[src/sv/planar_odometry_integrator_macros.svh]
// Assertion macros shared by the odometry integrator RTL.
`ifndef PLANAR_ODOMETRY_INTEGRATOR_MACROS_SVH
`define PLANAR_ODOMETRY_INTEGRATOR_MACROS_SVH

// Property that must hold whenever the antecedent holds in the same cycle.
`define POI_ASSERT_IMPLY(lbl, ante, cons, msg) \
    lbl: assert property (@(posedge i_clk) disable iff (!i_rst_n) (ante) |-> (cons)) \
        else $error(msg);

// Property that must hold in the cycle after the antecedent.
`define POI_ASSERT_NEXT(lbl, ante, cons, msg) \
    lbl: assert property (@(posedge i_clk) disable iff (!i_rst_n) (ante) |=> (cons)) \
        else $error(msg);

`endif

[src/sv/poi_pkg.sv]
// Types, constants and helper functions of the planar odometry integrator.
package poi_pkg;

    // Field widths fixed by the interface.
    localparam int VEL_W   = 16;
    localparam int STEP_W  = 16;
    localparam int POS_W   = 48;
    localparam int HEAD_W  = 48;
    localparam int ANGLE_W = 32;

    // CORDIC datapath: Q30 vectors, angle residual in 2^-32 turns.
    localparam int CORD_W     = 34;
    localparam int TRIG_W     = 18;
    localparam int ATAN_IDX_W = 5;
    localparam logic signed [CORD_W-1:0] CORDIC_INV_GAIN = 34'sd652032874;
    localparam logic signed [TRIG_W-1:0] TRIG_MAX = 18'sd65536;

    // Shared multiplier operand and product widths.
    localparam int MUL_A_W = 35;
    localparam int MUL_B_W = 33;
    localparam int PROD_W  = 64;

    // Heading scale 2^38 / (2*pi*10^6) in Q16.
    localparam logic signed [MUL_B_W-1:0] HEAD_SCALE_Q16 = 33'sd2867080570;

    // Quadrant of the heading.
    typedef enum logic [1:0] {
        QUAD_0 = 2'd0,
        QUAD_1 = 2'd1,
        QUAD_2 = 2'd2,
        QUAD_3 = 2'd3
    } t_quad;

    // Sine and cosine handed from the CORDIC unit to the sequencer.
    typedef struct packed {
        logic signed [TRIG_W-1:0] cos_q16;
        logic signed [TRIG_W-1:0] sin_q16;
    } t_trig;

    // Sequencer states of the top level.
    typedef enum logic [3:0] {
        ST_IDLE,
        ST_TRIG,
        ST_VYC,
        ST_VXS,
        ST_VYS,
        ST_VXC,
        ST_DX,
        ST_DY,
        ST_WS,
        ST_WK,
        ST_HD,
        ST_HA,
        ST_DONE
    } t_state;

    // Arctangent of 2^-i in 2^-32 turns.
    function automatic logic signed [ANGLE_W-1:0] f_atan(input logic [ATAN_IDX_W-1:0] idx);
        logic signed [ANGLE_W-1:0] v;
        case (idx)
            5'd0:    v = 32'sd536870912;
            5'd1:    v = 32'sd316933406;
            5'd2:    v = 32'sd167458907;
            5'd3:    v = 32'sd85004756;
            5'd4:    v = 32'sd42667331;
            5'd5:    v = 32'sd21354465;
            5'd6:    v = 32'sd10679838;
            5'd7:    v = 32'sd5340245;
            5'd8:    v = 32'sd2670163;
            5'd9:    v = 32'sd1335087;
            5'd10:   v = 32'sd667544;
            5'd11:   v = 32'sd333772;
            5'd12:   v = 32'sd166886;
            5'd13:   v = 32'sd83443;
            5'd14:   v = 32'sd41722;
            5'd15:   v = 32'sd20861;
            5'd16:   v = 32'sd10430;
            5'd17:   v = 32'sd5215;
            5'd18:   v = 32'sd2608;
            5'd19:   v = 32'sd1304;
            5'd20:   v = 32'sd652;
            5'd21:   v = 32'sd326;
            5'd22:   v = 32'sd163;
            5'd23:   v = 32'sd81;
            default: v = '0;
        endcase
        return v;
    endfunction

    // Divide by 2^16 with rounding half away from zero.
    function automatic logic signed [POS_W-1:0] f_round16(input logic signed [PROD_W-1:0] v);
        logic signed [PROD_W-1:0] t;
        t = v + (v[PROD_W-1] ? 64'sd32767 : 64'sd32768);
        return t[PROD_W-1:16];
    endfunction

endpackage

[src/sv/poi_mul.sv]
// Shared signed multiplier with a registered product.
module poi_mul (
    input  logic                                i_clk,
    input  logic signed [poi_pkg::MUL_A_W-1:0]  i_a,
    input  logic signed [poi_pkg::MUL_B_W-1:0]  i_b,
    output logic signed [poi_pkg::PROD_W-1:0]   o_p
);
    import poi_pkg::*;

    logic signed [MUL_A_W+MUL_B_W-1:0] w_full;
    logic signed [PROD_W-1:0]          r_p;

    // Every value the sequencer multiplies fits in the low product bits.
    assign w_full = i_a * i_b;

    always_ff @(posedge i_clk) begin
        r_p <= w_full[PROD_W-1:0];
    end

    assign o_p = r_p;

endmodule

[src/sv/poi_cordic.sv]
// Iterative CORDIC giving Q16 cosine and sine of a 32-bit binary angle.
`include "planar_odometry_integrator_macros.svh"

module poi_cordic #(
    parameter int TRIG_STEPS = 16
) (
    input  logic                          i_clk,
    input  logic                          i_rst_n,
    input  logic                          i_start,
    input  logic [poi_pkg::ANGLE_W-1:0]   i_angle,
    output logic                          o_done,
    output poi_pkg::t_trig                o_trig
);
    import poi_pkg::*;

    localparam int CW = $clog2(TRIG_STEPS);

    logic                     r_busy;
    logic                     r_fin;
    logic                     r_done;
    logic [CW-1:0]            r_iter;
    t_quad                    r_quad;
    logic signed [CORD_W-1:0] r_x;
    logic signed [CORD_W-1:0] r_y;
    logic signed [CORD_W-1:0] r_z;
    t_trig                    r_trig;

    logic [ANGLE_W-1:0]       w_rnd;
    logic [1:0]               w_q;
    logic [ANGLE_W-1:0]       w_res;
    logic signed [CORD_W-1:0] w_sx;
    logic signed [CORD_W-1:0] w_sy;
    logic signed [CORD_W-1:0] w_at;
    logic signed [TRIG_W-1:0] w_xq;
    logic signed [TRIG_W-1:0] w_yq;
    logic                     w_last;

    // Round a Q30 value to Q16 and clamp it to plus or minus one.
    function automatic logic signed [TRIG_W-1:0] f_q16(input logic signed [CORD_W-1:0] v);
        logic signed [CORD_W-1:0] t;
        logic signed [TRIG_W-1:0] r;
        t = (v + 34'sd8192) >>> 14;
        if (t > CORD_W'(TRIG_MAX)) begin
            r = TRIG_MAX;
        end else if (t < -CORD_W'(TRIG_MAX)) begin
            r = -TRIG_MAX;
        end else begin
            r = t[TRIG_W-1:0];
        end
        return r;
    endfunction

    // Nearest quadrant and the residual angle inside it.
    assign w_rnd = i_angle + 32'h2000_0000;
    assign w_q   = w_rnd[ANGLE_W-1:ANGLE_W-2];
    assign w_res = i_angle - {w_q, {(ANGLE_W-2){1'b0}}};

    // Shared shifter and arctangent lookup for the current iteration.
    assign w_sx   = r_x >>> r_iter;
    assign w_sy   = r_y >>> r_iter;
    assign w_at   = CORD_W'(f_atan(ATAN_IDX_W'(r_iter)));
    assign w_last = (r_iter == CW'(TRIG_STEPS - 1));
    assign w_xq   = f_q16(r_x);
    assign w_yq   = f_q16(r_y);

    // Control: busy over the rotation steps, then r_fin and then r_done.
    always_ff @(posedge i_clk) begin
        if (!i_rst_n) begin
            r_busy <= 1'b0;
            r_fin  <= 1'b0;
            r_done <= 1'b0;
            r_iter <= '0;
        end else begin
            r_done <= r_fin;
            r_fin  <= r_busy && w_last;
            if (i_start) begin
                r_busy <= 1'b1;
                r_iter <= '0;
            end else if (r_busy) begin
                r_iter <= r_iter + CW'(1);
                if (w_last) begin
                    r_busy <= 1'b0;
                end
            end
        end
    end

    // Datapath: one micro-rotation per cycle.
    always_ff @(posedge i_clk) begin
        if (i_start) begin
            r_quad <= t_quad'(w_q);
            r_x    <= CORDIC_INV_GAIN;
            r_y    <= '0;
            r_z    <= CORD_W'(signed'(w_res));
        end else if (r_busy) begin
            if (!r_z[CORD_W-1]) begin
                r_x <= r_x - w_sy;
                r_y <= r_y + w_sx;
                r_z <= r_z - w_at;
            end else begin
                r_x <= r_x + w_sy;
                r_y <= r_y - w_sx;
                r_z <= r_z + w_at;
            end
        end
    end

    // Apply the quadrant by swapping and negating.
    always_ff @(posedge i_clk) begin
        if (r_fin) begin
            case (r_quad)
                QUAD_0: begin
                    r_trig.cos_q16 <= w_xq;
                    r_trig.sin_q16 <= w_yq;
                end
                QUAD_1: begin
                    r_trig.cos_q16 <= -w_yq;
                    r_trig.sin_q16 <= w_xq;
                end
                QUAD_2: begin
                    r_trig.cos_q16 <= -w_xq;
                    r_trig.sin_q16 <= -w_yq;
                end
                default: begin
                    r_trig.cos_q16 <= w_yq;
                    r_trig.sin_q16 <= -w_xq;
                end
            endcase
        end
    end

    assign o_done = r_done;
    assign o_trig = r_trig;

    `POI_ASSERT_NEXT(a_start_busy, i_start, r_busy, "CORDIC did not start")
    `POI_ASSERT_IMPLY(a_iter_range, r_busy, r_iter <= CW'(TRIG_STEPS - 1), "iteration overrun")
    `POI_ASSERT_NEXT(a_fin_done, r_fin, r_done && !r_busy, "finish did not raise done")

endmodule

[src/sv/planar_odometry_integrator.sv]
// Top level of the planar odometry integrator: sequencer, accumulators, ports.
//
// Usage:
//   Input channel (i_in_valid / o_in_stall) carries one odometry tick per item:
//   body velocities i_vel_fwd, i_vel_side and yaw rate i_yaw_rate.
//   Output channel (o_out_valid / i_out_stall) returns one item per tick with
//   the updated position o_pos_x, o_pos_y and heading o_heading_angle.
//   Config channel (i_cfg_valid / o_cfg_ready) writes the step time in
//   microseconds; it is always ready and should be written while idle.
//   One tick is in flight at a time: a new tick is accepted only once the
//   last one has left the sequencer for the output register. The iterative
//   CORDIC and the single shared multiplier, used for eight products in turn,
//   compute each tick one step after the other.
//   Reset clears both positions and the heading and sets the step to 1000 us.
//   A stalled result stays in the output register; the next tick may be
//   accepted and computed meanwhile and waits at the end for the register.
`include "planar_odometry_integrator_macros.svh"

module planar_odometry_integrator #(
    parameter int POSITION_BITS = 48,
    parameter int TRIG_STEPS    = 16
) (
    input  logic                               i_clk,
    input  logic                               i_rst_n,
    input  logic                               i_in_valid,
    output logic                               o_in_stall,
    input  logic signed [poi_pkg::VEL_W-1:0]   i_vel_fwd,
    input  logic signed [poi_pkg::VEL_W-1:0]   i_vel_side,
    input  logic signed [poi_pkg::VEL_W-1:0]   i_yaw_rate,
    input  logic                               i_cfg_valid,
    output logic                               o_cfg_ready,
    input  logic [poi_pkg::STEP_W-1:0]         i_step_time_us,
    output logic                               o_out_valid,
    input  logic                               i_out_stall,
    output logic signed [poi_pkg::POS_W-1:0]   o_pos_x,
    output logic signed [poi_pkg::POS_W-1:0]   o_pos_y,
    output logic [poi_pkg::ANGLE_W-1:0]        o_heading_angle
);
    import poi_pkg::*;

    localparam int SW = ((POSITION_BITS > POS_W) ? POSITION_BITS : POS_W) + 1;
    localparam logic signed [SW-1:0] SAT_HI = (SW'(1) <<< (POSITION_BITS - 1)) - SW'(1);
    localparam logic signed [SW-1:0] SAT_LO = ~SAT_HI;

    t_state                          r_state;
    t_state                          n_state;
    logic [STEP_W-1:0]               r_step;
    logic signed [VEL_W-1:0]         r_vx;
    logic signed [VEL_W-1:0]         r_vy;
    logic signed [VEL_W-1:0]         r_w;
    logic signed [33:0]              r_t0;
    logic signed [MUL_A_W-1:0]       r_dxs;
    logic signed [MUL_A_W-1:0]       r_dys;
    logic signed [POS_W-1:0]         r_dr;
    logic signed [POSITION_BITS-1:0] r_x;
    logic signed [POSITION_BITS-1:0] r_y;
    logic [HEAD_W-1:0]               r_head;
    logic                            r_out_valid;
    logic signed [POS_W-1:0]         r_out_x;
    logic signed [POS_W-1:0]         r_out_y;
    logic [ANGLE_W-1:0]              r_out_h;

    logic                            w_accept;
    logic                            w_trig_done;
    t_trig                           w_trig;
    logic signed [MUL_A_W-1:0]       w_mul_a;
    logic signed [MUL_B_W-1:0]       w_mul_b;
    logic signed [PROD_W-1:0]        w_prod;
    logic signed [MUL_B_W-1:0]       w_st;
    logic signed [POSITION_BITS-1:0] w_acc;
    logic signed [SW-1:0]            w_sum;
    logic signed [POSITION_BITS-1:0] w_sat;
    logic                            w_out_free;

    assign w_accept    = i_in_valid && !o_in_stall;
    assign o_in_stall  = (r_state != ST_IDLE);
    assign o_cfg_ready = 1'b1;
    assign w_st        = MUL_B_W'({1'b0, r_step});
    assign w_out_free  = !r_out_valid || !i_out_stall;

    // Sine and cosine of the heading before this tick.
    poi_cordic #(
        .TRIG_STEPS (TRIG_STEPS)
    ) u_cordic (
        .i_clk   (i_clk),
        .i_rst_n (i_rst_n),
        .i_start (w_accept),
        .i_angle (r_head[HEAD_W-1:HEAD_W-ANGLE_W]),
        .o_done  (w_trig_done),
        .o_trig  (w_trig)
    );

    // The one multiplier, fed by the sequencer state.
    poi_mul u_mul (
        .i_clk (i_clk),
        .i_a   (w_mul_a),
        .i_b   (w_mul_b),
        .o_p   (w_prod)
    );

    // Operand selection for the shared multiplier.
    always_comb begin
        w_mul_a = '0;
        w_mul_b = '0;
        case (r_state)
            ST_VYC: begin
                w_mul_a = MUL_A_W'(r_vy);
                w_mul_b = MUL_B_W'(w_trig.cos_q16);
            end
            ST_VXS: begin
                w_mul_a = MUL_A_W'(r_vx);
                w_mul_b = MUL_B_W'(w_trig.sin_q16);
            end
            ST_VYS: begin
                w_mul_a = MUL_A_W'(r_vy);
                w_mul_b = MUL_B_W'(w_trig.sin_q16);
            end
            ST_VXC: begin
                w_mul_a = MUL_A_W'(r_vx);
                w_mul_b = MUL_B_W'(w_trig.cos_q16);
            end
            ST_DX: begin
                w_mul_a = r_dxs;
                w_mul_b = w_st;
            end
            ST_DY: begin
                w_mul_a = r_dys;
                w_mul_b = w_st;
            end
            ST_WS: begin
                w_mul_a = MUL_A_W'(r_w);
                w_mul_b = w_st;
            end
            ST_WK: begin
                w_mul_a = MUL_A_W'(signed'(w_prod[31:0]));
                w_mul_b = HEAD_SCALE_Q16;
            end
            default: begin
                w_mul_a = '0;
                w_mul_b = '0;
            end
        endcase
    end

    // Shared saturating adder: x in one step, y in the next.
    assign w_acc = (r_state == ST_WK) ? r_y : r_x;
    assign w_sum = SW'(w_acc) + SW'(r_dr);
    always_comb begin
        if (w_sum > SAT_HI) begin
            w_sat = SAT_HI[POSITION_BITS-1:0];
        end else if (w_sum < SAT_LO) begin
            w_sat = SAT_LO[POSITION_BITS-1:0];
        end else begin
            w_sat = w_sum[POSITION_BITS-1:0];
        end
    end

    // Next state of the sequencer.
    always_comb begin
        n_state = r_state;
        case (r_state)
            ST_IDLE: begin
                if (w_accept) begin
                    n_state = ST_TRIG;
                end
            end
            ST_TRIG: begin
                if (w_trig_done) begin
                    n_state = ST_VYC;
                end
            end
            ST_VYC:  n_state = ST_VXS;
            ST_VXS:  n_state = ST_VYS;
            ST_VYS:  n_state = ST_VXC;
            ST_VXC:  n_state = ST_DX;
            ST_DX:   n_state = ST_DY;
            ST_DY:   n_state = ST_WS;
            ST_WS:   n_state = ST_WK;
            ST_WK:   n_state = ST_HD;
            ST_HD:   n_state = ST_HA;
            ST_HA:   n_state = ST_DONE;
            ST_DONE: begin
                if (w_out_free) begin
                    n_state = ST_IDLE;
                end
            end
            default: n_state = ST_IDLE;
        endcase
    end

    // State register and step configuration.
    always_ff @(posedge i_clk) begin
        if (!i_rst_n) begin
            r_state <= ST_IDLE;
            r_step  <= STEP_W'(1000);
        end else begin
            r_state <= n_state;
            if (i_cfg_valid) begin
                r_step <= i_step_time_us;
            end
        end
    end

    // Accumulators and the output register.
    always_ff @(posedge i_clk) begin
        if (!i_rst_n) begin
            r_x         <= '0;
            r_y         <= '0;
            r_head      <= '0;
            r_out_valid <= 1'b0;
        end else begin
            case (r_state)
                ST_WS:   r_x    <= w_sat;
                ST_WK:   r_y    <= w_sat;
                ST_HA:   r_head <= r_head + HEAD_W'(r_dr);
                default: ;
            endcase
            if (r_state == ST_DONE && w_out_free) begin
                r_out_valid <= 1'b1;
            end else if (!i_out_stall) begin
                r_out_valid <= 1'b0;
            end
        end
    end

    // Partial sums, rounded deltas and the latched tick.
    always_ff @(posedge i_clk) begin
        if (w_accept) begin
            r_vx <= i_vel_fwd;
            r_vy <= i_vel_side;
            r_w  <= i_yaw_rate;
        end
        case (r_state)
            ST_VXS: r_t0  <= w_prod[33:0];
            ST_VYS: r_dxs <= MUL_A_W'(r_t0) - MUL_A_W'(signed'(w_prod[33:0]));
            ST_VXC: r_t0  <= w_prod[33:0];
            ST_DX:  r_dys <= MUL_A_W'(r_t0) + MUL_A_W'(signed'(w_prod[33:0]));
            ST_DY:  r_dr  <= f_round16(w_prod);
            ST_WS:  r_dr  <= f_round16(w_prod);
            ST_HD:  r_dr  <= f_round16(w_prod);
            default: ;
        endcase
        if (r_state == ST_DONE && w_out_free) begin
            r_out_x <= POS_W'(r_x);
            r_out_y <= POS_W'(r_y);
            r_out_h <= r_head[HEAD_W-1:HEAD_W-ANGLE_W];
        end
    end

    assign o_out_valid     = r_out_valid;
    assign o_pos_x         = r_out_x;
    assign o_pos_y         = r_out_y;
    assign o_heading_angle = r_out_h;

    `POI_ASSERT_NEXT(a_accept_trig, w_accept, r_state == ST_TRIG, "tick did not start CORDIC")
    `POI_ASSERT_NEXT(a_head_hold, r_state != ST_HA, $stable(r_head), "heading moved off step")
    `POI_ASSERT_IMPLY(a_trig_wait, w_trig_done, r_state == ST_TRIG, "stray CORDIC done")

endmodule

[config.mk]
export PLATFORM = sky130hd
export DESIGN_NAME = planar_odometry_integrator
export DESIGN_NICKNAME = d
export VERILOG_FILES = /design/src/sv/poi_pkg.sv /design/src/sv/poi_mul.sv /design/src/sv/poi_cordic.sv /design/src/sv/planar_odometry_integrator.sv
export VERILOG_INCLUDE_DIRS = /design/src /design/src/sv
export SDC_FILE = /design/constraint.sdc
export NUM_CORES = 2
export LEC_CHECK = 0
export BUFFER_PORTS_ARGS = -buffer_cell sky130_fd_sc_hd__clkbuf_2
export CORE_UTILIZATION = 35
export DETAILED_ROUTE_END_ITERATION = 12
export SLEW_MARGIN = 25
export SYNTH_ARGS = -nofsm -noshare
export SYNTH_HDL_FRONTEND = slang
export SYNTH_SLANG_ARGS = --single-unit
export TNS_END_PERCENT = 5
[constraint.sdc]
create_clock -name i_clk -period 12.5 [get_ports i_clk]
set_clock_uncertainty 0.2 [all_clocks]
set_input_delay 2.5 -clock i_clk [delete_from_list [all_inputs] [get_ports i_clk]]
set_output_delay 2.5 -clock i_clk [all_outputs]
set_load 0.01 [all_outputs]
==> results.yml <==
status:
  status: "complete, no violations"
floorplan:
  rows: 179
  die_x_um: 493
  io_pins: 200
  start_util_pct: 35.3
  die_area_sq_mm: 0.243
  coreArea_sq_mm: 0.239
  die_y_um: 493
clocking:
  cts_sinks: 734
  clkLatencyLatePin_ps: 760
  clk_path_buf_depth: 3
  clk_pin_slew_worst_paths_ps: 70
  numCtsBuffers: 85
  cts_setup_buffers: 0
  cts-htree-levels: 3
  cts-resized-gates: 0
  clockRootBuffer: "clkbuf_16"
  cts_tree: "built"
  ctsHoldBuffers: 0
logic_synthesis:
  yosysWarnings: 0
  synth_edf_count: 400
  synth_area_leader_cell: "fa_1"
  seq_area_frac_synth_pct: 22.2
  synth_top_cells_by_area: "fa_1 27%, edfxtp_1 14%, dfxtp_1 7.9%"
  netlist_instances: 9195
  synth.most_common_cell: "inv_1"
  synthArstFlopShare_pct: 0
  avgSynthCellArea_sq_um: 9.16
  synth_seq_cells: 734
  synthesis.area_sq_mm: 0.0843
  syn_nets: 10900
  yosys-top-cells-count: "1403 x inv_1, 1126 x fa_1, 912 x nor2_1"
  ys.flop_type: "edfxtp_1"
  synth_top_area_share_pct: 26.8
  yosysUniqueCellTypes: 94
timing:
  post-route-min-period_ps: 11650
  slew_viol_final: 0
  final-hold-violation-count: 0
  setup_ws_ps: 848
  fin_crit_sh_pct: 93.2
  totalNegativeSetupSlack_ps: 0
  max_freq_mhz: 85.8
  fin_hold_ws_ps: 242
  setup_viol: 0
  rsz0062_at_grt: "false"
  tightestPinTransition_ps: 1140
  relSlewSlack_pct: 23.8
finish:
  syn2layout_area_growth_pct: 8.81
  post-route-util_pct: 38.4
  final_nets: 10900
  final_area_sq_mm: 0.0917
  drive_gt1_share_pct: 7.44
route:
  drc_errors: 0
  dr.pass1.iters: 7
  routedWlPerCell_um: 22.2
  wirelength_um: 276000
  postRouteAntennaNets: 0
  drt_iter0_markers: 6542
  routed_via_density: 5.37
  vias: 66700
hold_path:
  hp-class: "reg -> reg"
  min_path_cells: 0
global_route:
  first_global_vias: 66600
  track_usage_pct: 22.5
  antenna_found_initial: 12
  grt_max_degree: 107
  grt-ovfl-total: 0
  grt_pass1_wl_um: 417000
placement:
  place_area_sq_mm: 0.0888
  hpwlAfterDp_um: 221000
  pre_cts_ws_ps: 1000
  place.gp.congestion: 0.955
  port_buffers: 198
critical_path:
  r2r_cells: 32
  start_kind: "flip-flop"
  required_ps: 12900
  endpoint_kind: "flip-flop"
  worst-path-max-fanout: 32
  critPathArrivalTime_ps: 12050
  critical-path-max-stage-delay_ps: 910
  setup.worst_path.class: "reg -> reg"
  cpMaxStageDelayCell: "nor2_4"
pwr:
  irDropWorstVdd_v: 0.000135
  p_leak_nw: 42.1
  power_density_mw_per_mm2: 116
run:
  max-cap-violations: 0
-- through the flow --
stage          instances  power [mW]
2_1_floorplan       9195        6.86
3_3_place_gp       12300        7.97
3_5_place_dp       12300        8.07
4_1_cts            12400        10.6
5_1_grt            12400        11.3
6_report           12400        10.6
-- path summary, 6_finish.rpt --
path              start             to  slack, ps
max          r_state[3]  u_mul.o_p[43]        850
max reg2reg  r_state[3]  u_mul.o_p[43]        850
min              r_y[5]     o_pos_y[5]        240
min reg2reg      r_y[5]     o_pos_y[5]        240
-- sequential cells by signal (all words and copies together) (netlist names), 35 cells and up --
name,count
o_pos_x,48
o_pos_y,48
r_dr,48
r_dxs,35
r_dys,35
r_head,48
r_x,48
r_y,48
u_cordic.o_trig,36
u_mul.o_p,64
-- layout by cell type, fill, tap and decap left out, types with 50 or more instances in the layout --
cell type | Yosys | layout
inv_1 | 1403 | 1402
fa_1 | 1126 | 1126
nand2_1 | 911 | 909
nor2_1 | 912 | 903
a21oi_1 | 594 | 587
ha_1 | 521 | 521
edfxtp_1 | 400 | 400
o21ai_0 | 372 | 372
xnor2_1 | 333 | 332
dfxtp_1 | 334 | 328
clkbuf_2 | 1 | 197
a21o_1 | 186 | 186
xor2_1 | 162 | 162
nand3_1 | 142 | 141
buf_4 | 1 | 134
nor3_1 | 116 | 113
mux2i_1 | 96 | 96
clkbuf_16 | 0 | 86
nand2b_1 | 76 | 76
mux4_2 | 72 | 72
o21a_1 | 67 | 67
a31oi_1 | 67 | 66
and3_1 | 61 | 61
and2_1 | 59 | 60
o21bai_1 | 60 | 60
a211oi_1 | 51 | 51
nor2b_1 | 50 | 50
-- critical path, delay by kind of cell, from the launching register on --
kind,cells,cell delay [ps]
adders and majority gates,9,4550
AOI/OAI and AO/OA,9,2730
DFF,1,680
and+or+nand+nor,5,2310
buffers and inverters,9,990
-- routing by layer --
metal | part of all wire (%) | track usage [%] | vias up
met5 | 0.024 | 0 | -
met4 | 3.9 | 7.95 | 12
met3 | 7.8 | 3.75 | 400
met2 | 43 | 33.9 | 2656
met1 | 45 | 32.4 | 33400
li1 | - | - | 30300
-- cell type report --
type	instances	area (sq um)
Antenna cell	2	5.00
Clock buffer	107	2290
Clock inverter	53	537
Fill cell	23700	147000
Inverter	1410	5300
Multi-Input combinational cell	6609	58800
Sequential cell	734	18700
Tap cell	3167	3960
Timing Repair Buffer	334	2030
-- power breakdown --
part           switching, mW  total, mW  leakage [nW]  internal [mW]
registers              0.354       3.14          6.70           2.78
clock network           1.16       2.52          1.34           1.36
logic                   2.89       4.98          34.1           2.10
-- kinds of logic after synthesis --
logic type	synth area share [%]
and+or+nand+nor	13.1
buffers and inverters	8.31
AOI/OAI and AO/OA	13.0
adders and majority gates	34.5
DFF	22.2
xor gates and xnor gates	5.17
muxes	3.76
other	0.00445
Power figures use the tool's default switching activity.
